File: src/rtl/lrs_pkg.sv
// Package for the launcher reload sequencer: types, register indexes and the arrival check.
package lrs_pkg;

  // Configuration register indexes
  localparam logic [2:0] REG_PULL_TRAVEL   = 3'd0;
  localparam logic [2:0] REG_PULL_ORIGIN   = 3'd1;
  localparam logic [2:0] REG_LOADER_ORIGIN = 3'd2;
  localparam logic [2:0] REG_HOME_POS      = 3'd3;
  localparam logic [2:0] REG_SECOND_PICK   = 3'd4;
  localparam logic [2:0] REG_THIRD_PICK    = 3'd5;
  localparam logic [2:0] REG_HOLD_TICKS    = 3'd6;
  localparam logic [2:0] REG_TOLERANCE     = 3'd7;

  localparam logic [15:0] TOLERANCE_RESET = 16'd1000;

  // Stage bits: bit0 single move home, bit1 second dart, bit2 third dart
  localparam logic [2:0] STAGES_ALL = 3'b111;

  typedef struct packed {
    logic signed [31:0] pull_travel;
    logic signed [31:0] pull_origin;
    logic signed [31:0] loader_origin;
    logic signed [31:0] home_position;
    logic signed [31:0] second_pickup_position;
    logic signed [31:0] third_pickup_position;
    logic        [15:0] putter_hold_ticks;
    logic        [15:0] arrive_tolerance;
  } cfg_t;

  typedef struct packed {
    logic               launched;
    logic signed [31:0] pull_position;
    logic signed [15:0] pull_speed;
    logic signed [31:0] loader_position;
  } item_t;

  typedef struct packed {
    logic               pull_drive;
    logic signed [31:0] pull_target;
    logic               loader_drive;
    logic signed [31:0] loader_target;
    logic               putter_drive;
    logic               putter_up;
    logic               busy_res;
  } result_t;

  typedef struct packed {
    logic        launch_pending;
    logic        pulling;
    logic        returning;
    logic        reload_active;
    logic [2:0]  stage_pending;
    logic [1:0]  pickup_reached;
    logic [15:0] hold_count;
  } state_t;

  // |act - (org + pos)| <= tol, in 34 bits so nothing overflows
  function automatic logic arrived(input logic signed [31:0] act,
                                   input logic signed [31:0] org,
                                   input logic signed [31:0] pos,
                                   input logic [15:0] tol);
    logic signed [33:0] diff;
    logic        [33:0] mag;
    diff = $signed({{2{act[31]}}, act}) - $signed({{2{org[31]}}, org})
         - $signed({{2{pos[31]}}, pos});
    mag  = diff[33] ? 34'(-diff) : 34'(diff);
    return mag <= {18'd0, tol};
  endfunction

endpackage

File: src/rtl/lrs_if.sv
// Valid/ready channel interfaces for input ticks and result beats.
interface lrs_in_if;
  logic               valid;
  logic               ready;
  logic               launched;
  logic signed [31:0] pull_position;
  logic signed [15:0] pull_speed;
  logic signed [31:0] loader_position;

  modport source (output valid, launched, pull_position, pull_speed, loader_position,
                  input ready);
  modport sink (input valid, launched, pull_position, pull_speed, loader_position,
                output ready);
endinterface

interface lrs_out_if;
  logic               valid;
  logic               ready;
  logic               pull_drive;
  logic signed [31:0] pull_target;
  logic               loader_drive;
  logic signed [31:0] loader_target;
  logic               putter_drive;
  logic               putter_up;
  logic               busy_res;

  modport source (output valid, pull_drive, pull_target, loader_drive, loader_target,
                  putter_drive, putter_up, busy_res, input ready);
  modport sink (input valid, pull_drive, pull_target, loader_drive, loader_target,
                putter_drive, putter_up, busy_res, output ready);
endinterface

File: src/rtl/lrs_step.sv
// One control tick of the sequencer: next state and result from current state and input.
module lrs_step (
  input  lrs_pkg::state_t  st,
  input  lrs_pkg::cfg_t    cfg,
  input  lrs_pkg::item_t   item,
  output lrs_pkg::state_t  st_nxt,
  output lrs_pkg::result_t res
);

  logic               pull_arr;
  logic               home_arr;
  logic               pick_arr;
  logic               second;
  logic signed [31:0] pick_pos;

  // Arrival checks, all three in parallel
  assign second   = st.stage_pending[1];
  assign pick_pos = second ? cfg.second_pickup_position : cfg.third_pickup_position;
  assign pull_arr = lrs_pkg::arrived(item.pull_position, cfg.pull_origin,
                                     cfg.pull_travel, cfg.arrive_tolerance);
  assign home_arr = lrs_pkg::arrived(item.loader_position, cfg.loader_origin,
                                     cfg.home_position, cfg.arrive_tolerance);
  assign pick_arr = lrs_pkg::arrived(item.loader_position, cfg.loader_origin,
                                     pick_pos, cfg.arrive_tolerance);

  always_comb begin
    st_nxt = st;
    res    = '0;

    // Launch, then pull step
    if (item.launched) st_nxt.launch_pending = 1'b1;
    if (st_nxt.launch_pending) begin
      if (st.pulling) begin
        res.pull_drive  = 1'b1;
        res.pull_target = cfg.pull_travel;
        if (item.pull_speed == 16'sd0) begin
          st_nxt.pulling       = 1'b0;
          st_nxt.returning     = 1'b1;
          st_nxt.reload_active = 1'b1;
        end
      end else if (st.returning) begin
        res.pull_drive = 1'b1;
        if (pull_arr) begin
          st_nxt.pulling        = 1'b1;
          st_nxt.returning      = 1'b0;
          st_nxt.launch_pending = 1'b0;
        end
      end
    end

    // Reload step, runs in the same tick it is armed
    if (st_nxt.reload_active) begin
      if (st.stage_pending[0]) begin
        res.loader_drive  = 1'b1;
        res.loader_target = cfg.home_position;
        if (home_arr) begin
          st_nxt.stage_pending[0] = 1'b0;
          st_nxt.reload_active    = 1'b0;
        end
      end else if (st.stage_pending[2:1] != 2'b00) begin
        if (!(second ? st.pickup_reached[0] : st.pickup_reached[1])) begin
          res.loader_drive  = 1'b1;
          res.loader_target = pick_pos;
          if (pick_arr) begin
            if (second) st_nxt.pickup_reached[0] = 1'b1;
            else        st_nxt.pickup_reached[1] = 1'b1;
          end
        end else if (st.hold_count < cfg.putter_hold_ticks) begin
          // putter down, counter stops at the hold length
          st_nxt.hold_count = st.hold_count + 16'd1;
          res.putter_drive  = 1'b1;
        end else begin
          res.loader_drive  = 1'b1;
          res.loader_target = cfg.home_position;
          res.putter_drive  = 1'b1;
          res.putter_up     = 1'b1;
          if (home_arr) begin
            if (second) st_nxt.stage_pending[1] = 1'b0;
            else        st_nxt.stage_pending[2] = 1'b0;
            st_nxt.reload_active = 1'b0;
            st_nxt.hold_count    = 16'd0;
          end
        end
      end
    end

    res.busy_res = st_nxt.launch_pending | st_nxt.reload_active;
  end

endmodule

File: src/rtl/launcher_reload_sequencer_core.sv
// Top level of the launcher reload sequencer: channel registers, state and configuration.
//
// Usage: each beat on in_ch is one control tick (launch pulse, pull and loader
// positions, pull speed). Each accepted tick yields exactly one beat on out_ch
// with the pull and loader targets, the putter command and the busy flag.
// Configuration registers are written through cfg_we/cfg_idx/cfg_wdata while
// the block is idle; writes take effect at the next edge, no read-back.
// An accepted tick is held in the input register, then its result goes into the
// result register and is offered as a beat on out_ch once out_ch is not stalled.
// Throughput: one tick per cycle while out_ch is not stalled; the tick logic is a single pass between
// the input register and the result register.
// Stall: while out_ch.ready is low the result holds, and one more tick can
// still be taken into the input register before in_ch.ready drops.
// Reset (rst_n low, synchronous): both channel registers empty, sequencer
// back to pulling with all three reload stages pending, registers to their
// reset values (tolerance 1000, all others 0).
module launcher_reload_sequencer_core (
  input  logic        clk,
  input  logic        rst_n,
  lrs_in_if.sink      in_ch,
  lrs_out_if.source   out_ch,
  input  logic        cfg_we,
  input  logic [2:0]  cfg_idx,
  input  logic [31:0] cfg_wdata
);

  logic              in_valid_r;
  lrs_pkg::item_t    item_r;
  logic              out_valid_r;
  lrs_pkg::result_t  res_r;
  lrs_pkg::result_t  res_nxt;
  lrs_pkg::state_t   st_r;
  lrs_pkg::state_t   st_nxt;
  lrs_pkg::cfg_t     cfg_r;
  logic              adv;
  logic              in_take;

  // Handshake: the input register moves on when the result register frees up
  assign adv         = in_valid_r & (~out_valid_r | out_ch.ready);
  assign in_ch.ready = ~in_valid_r | adv;
  assign in_take     = in_ch.valid & in_ch.ready;

  lrs_step u_step (
    .st     (st_r),
    .cfg    (cfg_r),
    .item   (item_r),
    .st_nxt (st_nxt),
    .res    (res_nxt)
  );

  // Control state, sequencer state and configuration
  always_ff @(posedge clk) begin
    if (!rst_n) begin
      in_valid_r          <= 1'b0;
      out_valid_r         <= 1'b0;
      st_r.launch_pending <= 1'b0;
      st_r.pulling        <= 1'b1;
      st_r.returning      <= 1'b0;
      st_r.reload_active  <= 1'b0;
      st_r.stage_pending  <= lrs_pkg::STAGES_ALL;
      st_r.pickup_reached <= 2'b00;
      st_r.hold_count     <= 16'd0;
      cfg_r.pull_travel            <= 32'sd0;
      cfg_r.pull_origin            <= 32'sd0;
      cfg_r.loader_origin          <= 32'sd0;
      cfg_r.home_position          <= 32'sd0;
      cfg_r.second_pickup_position <= 32'sd0;
      cfg_r.third_pickup_position  <= 32'sd0;
      cfg_r.putter_hold_ticks      <= 16'd0;
      cfg_r.arrive_tolerance       <= lrs_pkg::TOLERANCE_RESET;
    end else begin
      if (in_take)  in_valid_r <= 1'b1;
      else if (adv) in_valid_r <= 1'b0;

      if (adv) begin
        out_valid_r <= 1'b1;
        st_r        <= st_nxt;
      end else if (out_ch.ready) begin
        out_valid_r <= 1'b0;
      end

      if (cfg_we) begin
        unique case (cfg_idx)
          lrs_pkg::REG_PULL_TRAVEL:   cfg_r.pull_travel            <= cfg_wdata;
          lrs_pkg::REG_PULL_ORIGIN:   cfg_r.pull_origin            <= cfg_wdata;
          lrs_pkg::REG_LOADER_ORIGIN: cfg_r.loader_origin          <= cfg_wdata;
          lrs_pkg::REG_HOME_POS:      cfg_r.home_position          <= cfg_wdata;
          lrs_pkg::REG_SECOND_PICK:   cfg_r.second_pickup_position <= cfg_wdata;
          lrs_pkg::REG_THIRD_PICK:    cfg_r.third_pickup_position  <= cfg_wdata;
          lrs_pkg::REG_HOLD_TICKS:    cfg_r.putter_hold_ticks      <= cfg_wdata[15:0];
          lrs_pkg::REG_TOLERANCE:     cfg_r.arrive_tolerance       <= cfg_wdata[15:0];
          default: ;
        endcase
      end
    end
  end

  // Payload registers
  always_ff @(posedge clk) begin
    if (in_take) begin
      item_r.launched        <= in_ch.launched;
      item_r.pull_position   <= in_ch.pull_position;
      item_r.pull_speed      <= in_ch.pull_speed;
      item_r.loader_position <= in_ch.loader_position;
    end
    if (adv) res_r <= res_nxt;
  end

  // Result beat
  assign out_ch.valid         = out_valid_r;
  assign out_ch.pull_drive    = res_r.pull_drive;
  assign out_ch.pull_target   = res_r.pull_target;
  assign out_ch.loader_drive  = res_r.loader_drive;
  assign out_ch.loader_target = res_r.loader_target;
  assign out_ch.putter_drive  = res_r.putter_drive;
  assign out_ch.putter_up     = res_r.putter_up;
  assign out_ch.busy_res      = res_r.busy_res;

endmodule

File: src/flat_wrapper.sv
// flat-port wrapper written by rule: the top's interface ports become plain ports
module launcher_reload_sequencer_core_flat 
  (clk, rst_n, cfg_we, cfg_idx, cfg_wdata, in_ch_valid, in_ch_launched, in_ch_pull_position, in_ch_pull_speed, in_ch_loader_position, in_ch_ready, out_ch_valid, out_ch_pull_drive, out_ch_pull_target, out_ch_loader_drive, out_ch_loader_target, out_ch_putter_drive, out_ch_putter_up, out_ch_busy_res, out_ch_ready);
  lrs_in_if in_ch_i ();
  lrs_out_if out_ch_i ();
  input  logic clk;
  input  logic rst_n;
  input  logic cfg_we;
  input  logic [2:0] cfg_idx;
  input  logic [31:0] cfg_wdata;
  input wire logic [$bits(in_ch_i.valid)-1:0] in_ch_valid;
  input wire logic [$bits(in_ch_i.launched)-1:0] in_ch_launched;
  input wire logic [$bits(in_ch_i.pull_position)-1:0] in_ch_pull_position;
  input wire logic [$bits(in_ch_i.pull_speed)-1:0] in_ch_pull_speed;
  input wire logic [$bits(in_ch_i.loader_position)-1:0] in_ch_loader_position;
  output wire logic [$bits(in_ch_i.ready)-1:0] in_ch_ready;
  output wire logic [$bits(out_ch_i.valid)-1:0] out_ch_valid;
  output wire logic [$bits(out_ch_i.pull_drive)-1:0] out_ch_pull_drive;
  output wire logic [$bits(out_ch_i.pull_target)-1:0] out_ch_pull_target;
  output wire logic [$bits(out_ch_i.loader_drive)-1:0] out_ch_loader_drive;
  output wire logic [$bits(out_ch_i.loader_target)-1:0] out_ch_loader_target;
  output wire logic [$bits(out_ch_i.putter_drive)-1:0] out_ch_putter_drive;
  output wire logic [$bits(out_ch_i.putter_up)-1:0] out_ch_putter_up;
  output wire logic [$bits(out_ch_i.busy_res)-1:0] out_ch_busy_res;
  input wire logic [$bits(out_ch_i.ready)-1:0] out_ch_ready;
  assign in_ch_i.valid = in_ch_valid;
  assign in_ch_i.launched = in_ch_launched;
  assign in_ch_i.pull_position = in_ch_pull_position;
  assign in_ch_i.pull_speed = in_ch_pull_speed;
  assign in_ch_i.loader_position = in_ch_loader_position;
  assign in_ch_ready = in_ch_i.ready;
  assign out_ch_valid = out_ch_i.valid;
  assign out_ch_pull_drive = out_ch_i.pull_drive;
  assign out_ch_pull_target = out_ch_i.pull_target;
  assign out_ch_loader_drive = out_ch_i.loader_drive;
  assign out_ch_loader_target = out_ch_i.loader_target;
  assign out_ch_putter_drive = out_ch_i.putter_drive;
  assign out_ch_putter_up = out_ch_i.putter_up;
  assign out_ch_busy_res = out_ch_i.busy_res;
  assign out_ch_i.ready = out_ch_ready;
  launcher_reload_sequencer_core u_core (.clk(clk), .rst_n(rst_n), .in_ch(in_ch_i), .out_ch(out_ch_i), .cfg_we(cfg_we), .cfg_idx(cfg_idx), .cfg_wdata(cfg_wdata));
endmodule
File: config.mk
export PLATFORM = sky130hd
export DESIGN_NAME = launcher_reload_sequencer_core_flat
export DESIGN_NICKNAME = d
export VERILOG_FILES = /design/src/rtl/lrs_pkg.sv /design/src/rtl/lrs_if.sv /design/src/rtl/lrs_step.sv /design/src/rtl/launcher_reload_sequencer_core.sv /design/src/flat_wrapper.sv
export SDC_FILE = /design/constraint.sdc
export NUM_CORES = 1
export LEC_CHECK = 0
export ABC_AREA = 1
export BUFFER_PORTS_ARGS = -buffer_cell sky130_fd_sc_hd__buf_4
export CAP_MARGIN = 15
export CORE_MARGIN = 2
export CORE_UTILIZATION = 55
export CTS_CLUSTER_SIZE = 30
export DETAILED_ROUTE_END_ITERATION = 10
export PLACE_DENSITY = 0.71
export SYNTH_ARGS = -nofsm -noshare
export SYNTH_HDL_FRONTEND = slang
export SYNTH_SLANG_ARGS = --single-unit
File: constraint.sdc
create_clock -name clk -period 7.7 [get_ports clk]
set_clock_uncertainty 0.1 [all_clocks]
set_input_delay 1.54 -clock clk [delete_from_list [all_inputs] [get_ports clk]]
set_output_delay 1.54 -clock clk [all_outputs]
set_load 0.01 [all_outputs]
==> results.tsv <==
stage	metric	value	unit
pwr	p_leak	15.87	nW
critical_path	ff2ff_path_depth	48	
worst_hold_path	hold_class	register to register	
global_routing	grt.total_usage	34.37	%
status	status	finished, final reports clean	
timing	slew_headroom	27.03	%
pwr	power_density	241.2	mW/mm^2
place	hpwl	76.12	mm
route	drc_errors	0	
timing	fmax	142.9	MHz
critical_path	cpPeakStageDelay	0.35	ns
synth	yosys.area.top_type_share	17.03	%
synth	synthesis.area	0.02950	mm^2
clock_tree	cts_root_buf	clkbuf_16	
place	placed_area	0.03166	mm^2
critical_path	critPathCaptureType	register	
floorplan	row_count	84	
synth	syn_nets	4755	
critical_path	crit_slowest_cell	ha_1	
timing	hold_viol_final	0	
clock_tree	clk_latency	0.58	ns
global_routing	grt_pass1_vias	26470	
timing	finalSetupTns	0	ns
floorplan	die-area	0.05551	mm^2
clock_tree	cts_tree	yes	
critical_path	path_class	register to register	
synth	ys_warn_count	0	
place	place_ws	0.2213	ns
critical_path	cp_common_cell	nand2_1	
critical_path	cp_max_fo	16	
clock_tree	htreeDepth	2	
timing	finalSetupViolations	0	
timing	drv_slew	0	
floorplan	core	0.05276	mm^2
synth	yosysTopAreaCell	dfxtp_1	
synth	synth-edff-count	150	
clock_tree	numCtsBuffers	43	
route	dr.pass1.iters	6	
synth	yosys-top-cells-area	dfxtp_1, edfxtp_1, nand2_1	
route	wl	96.74	mm
synth	synth_flop_cell	dfxtp_1	
final_layout	syn_to_final_growth	12.61	%
timing	finalWorstSetupSlack	0.7040	ns
synth	syn_inst	4399	
critical_path	r2r_slack	0.70	ns
synth	ys_types	48	
final_layout	fill_cells	5097	
global_routing	grt_max_degree	85	
final_layout	nNetsFinal	4925	
synth	async_flop_share	0	%
critical_path	cp.arrival	7.31	ns
final_layout	finalNonFillerCells	5294	
global_routing	overflow	0	
critical_path	crit_start	u_core.cfg_r[130]	
critical_path	critical_path.endpoint	u_core.st_r[12]	
route	viasPerCell	5.518	
critical_path	r2r_end	u_core.st_r[12]	
final_layout	multi_input_area	0.01701	mm^2
route	ant_nets	0	
critical_path	cp-start-kind	register	
critical_path	required	8.01	ns
clock_tree	clock_sinks	401	
floorplan	start_util	55.91	%
pwr	vdd_drop_max	0.2004	mV
flow_run	drv_cap	0	
final_layout	final_common_cell	nand2_1	
timing	period_needed	6.996	ns
floorplan	ios	192	
floorplan	die_h	235.6	um
clock_tree	holdBufCountCts	0	
final_layout	seqCellArea	0.009530	mm^2
final_layout	drive_above_1_share	8.190	%
clock_tree	clk_pin_slew	0.06	ns
route	wl_per_cell	18.27	um
global_routing	antenna_found_initial	5	
pwr	p_total	8.013	mW
place	placed_cells	5207	
floorplan	die_x	235.6	um
final_layout	layout_common_cells	nand2_1, inv_1, nor2_1, a21oi_1, o21ai_0	
timing	fin_crit_sh	90.86	%
place	gp_congestion	0.9824	
global_routing	grt_first_pass_wirelength	149.0	mm
synth	seq_area_frac_synth	32.30	%
clock_tree	clk_path_buf_depth	3	
timing	tightest_slew	1.091	ns
final_layout	final_area	0.03322	mm^2
synth	syn_area_per_cell	6.706	um^2
route	first_iter_violations	3024	
synth	synth_seq_cells	401	
route	route.vias.total	29210	
place	numPortBuffers	191	
critical_path	r2r-start	u_core.cfg_r[130]	
-- through the flow --
stage          hold WS, ns  utilization (%)
4_1_cts             0.3573            62.67
3_5_place_dp        0.3476            60.00
5_1_grt             0.3739            62.95
6_report            0.3587            62.97
3_3_place_gp        0.3405            60.00
2_1_floorplan       0.3292                -
-- worst min-delay path by stage --
stage / from / cells past startpoint / to
after floorplan: u_core.cfg_r[67] / 2 / u_core.cfg_r[67]
after global placement: u_core.cfg_r[84] / 2 / u_core.cfg_r[84]
after detailed placement: u_core.cfg_r[81] / 2 / u_core.cfg_r[81]
after CTS: u_core.cfg_r[81] / 2 / u_core.cfg_r[81]
after global routing: u_core.cfg_r[137] / 2 / u_core.cfg_r[137]
final: u_core.cfg_r[81] / 2 / u_core.cfg_r[81]
-- cells in the mapped netlist, types with 25 or more instances --
| library cell | number |
|---|---|
| clkbuf_1 | 97 |
| ha_1 | 200 |
| nor2_1 | 493 |
| nor3_1 | 33 |
| nand4_1 | 56 |
| nand3_1 | 249 |
| o21ai_0 | 313 |
| nand2_1 | 1146 |
| edfxtp_1 | 150 |
| nand3b_1 | 29 |
| inv_1 | 673 |
| fa_1 | 35 |
| dfxtp_1 | 251 |
| xor2_1 | 74 |
| o211ai_1 | 25 |
| a21oi_1 | 382 |
-- critical path, delay by kind of cell (launching register included) --
kind | cells | cell delay [ns]
flops | 1 | 0.30
buf+inv | 6 | 0.68
simple gates | 19 | 1.94
compound gates | 18 | 2.47
fa+ha+maj | 3 | 0.94
xor+xnor | 2 | 0.40
-- kinds of logic after synthesis --
kind of cell,count (synthesis),share of synthesized area (%)
DFF,401,32.30
xor gates and xnor gates,97,2.880
and+or+nand+nor,2067,29.02
muxes,24,0.8143
AOI/OAI and AO/OA,771,13.77
adders and majority gates,235,10.86
buffers and inverters,804,10.36
-- where the power goes --
group | total, mW | switching, mW | internal [mW]
clock network | 2.09 | 0.886 | 1.21
logic | 3.60 | 2.39 | 1.21
registers | 2.32 | 0.0349 | 2.29
total | 8.01 | 3.32 | 4.70
-- flip-flops by register name, indices dropped and copies added, names as in the netlist --
| name | count |
|---|---|
| u_core.out_ch.putter_up | 1 |
| u_core.in_valid_r | 1 |
| u_core.out_ch.loader_target | 32 |
| u_core.out_ch.putter_drive | 1 |
| u_core.out_ch.pull_drive | 1 |
| u_core.cfg_r | 224 |
| u_core.out_ch.busy_res | 1 |
| u_core.out_ch.loader_drive | 1 |
| u_core.st_r | 25 |
| u_core.out_ch.pull_target | 32 |
| u_core.out_ch.valid | 1 |
| u_core.item_r | 81 |
-- cell type report --
type	instances	area share [%]
Inverter	694	7.849
Timing Repair Buffer	235	5.420
Clock buffer	60	3.649
Antenna cell	3	0.02260
Clock inverter	19	0.5838
Multi-Input combinational cell	3194	51.20
Sequential cell	401	28.69
Tap cell	688	2.591
-- repair_timing --
action                     in CTS  in global routing
setup endpoints to repair       0                 23
setup buffers                   0                  3
gates resized for setup         0                 26
-- per-layer routing --
layer | share of wire (%) | GRT usage (%) | wire [um] | vias up
met2 | 42 | 51.99 | 40710 | 1201
met5 | 0 | 0 | 0 | -
met4 | 3.3 | 11.35 | 3237 | 0
met1 | 45 | 49.90 | 43990 | 13350
met3 | 9.1 | 5.500 | 8810 | 134
li1 | - | - | - | 14530
Power figures use the tool's default switching activity.
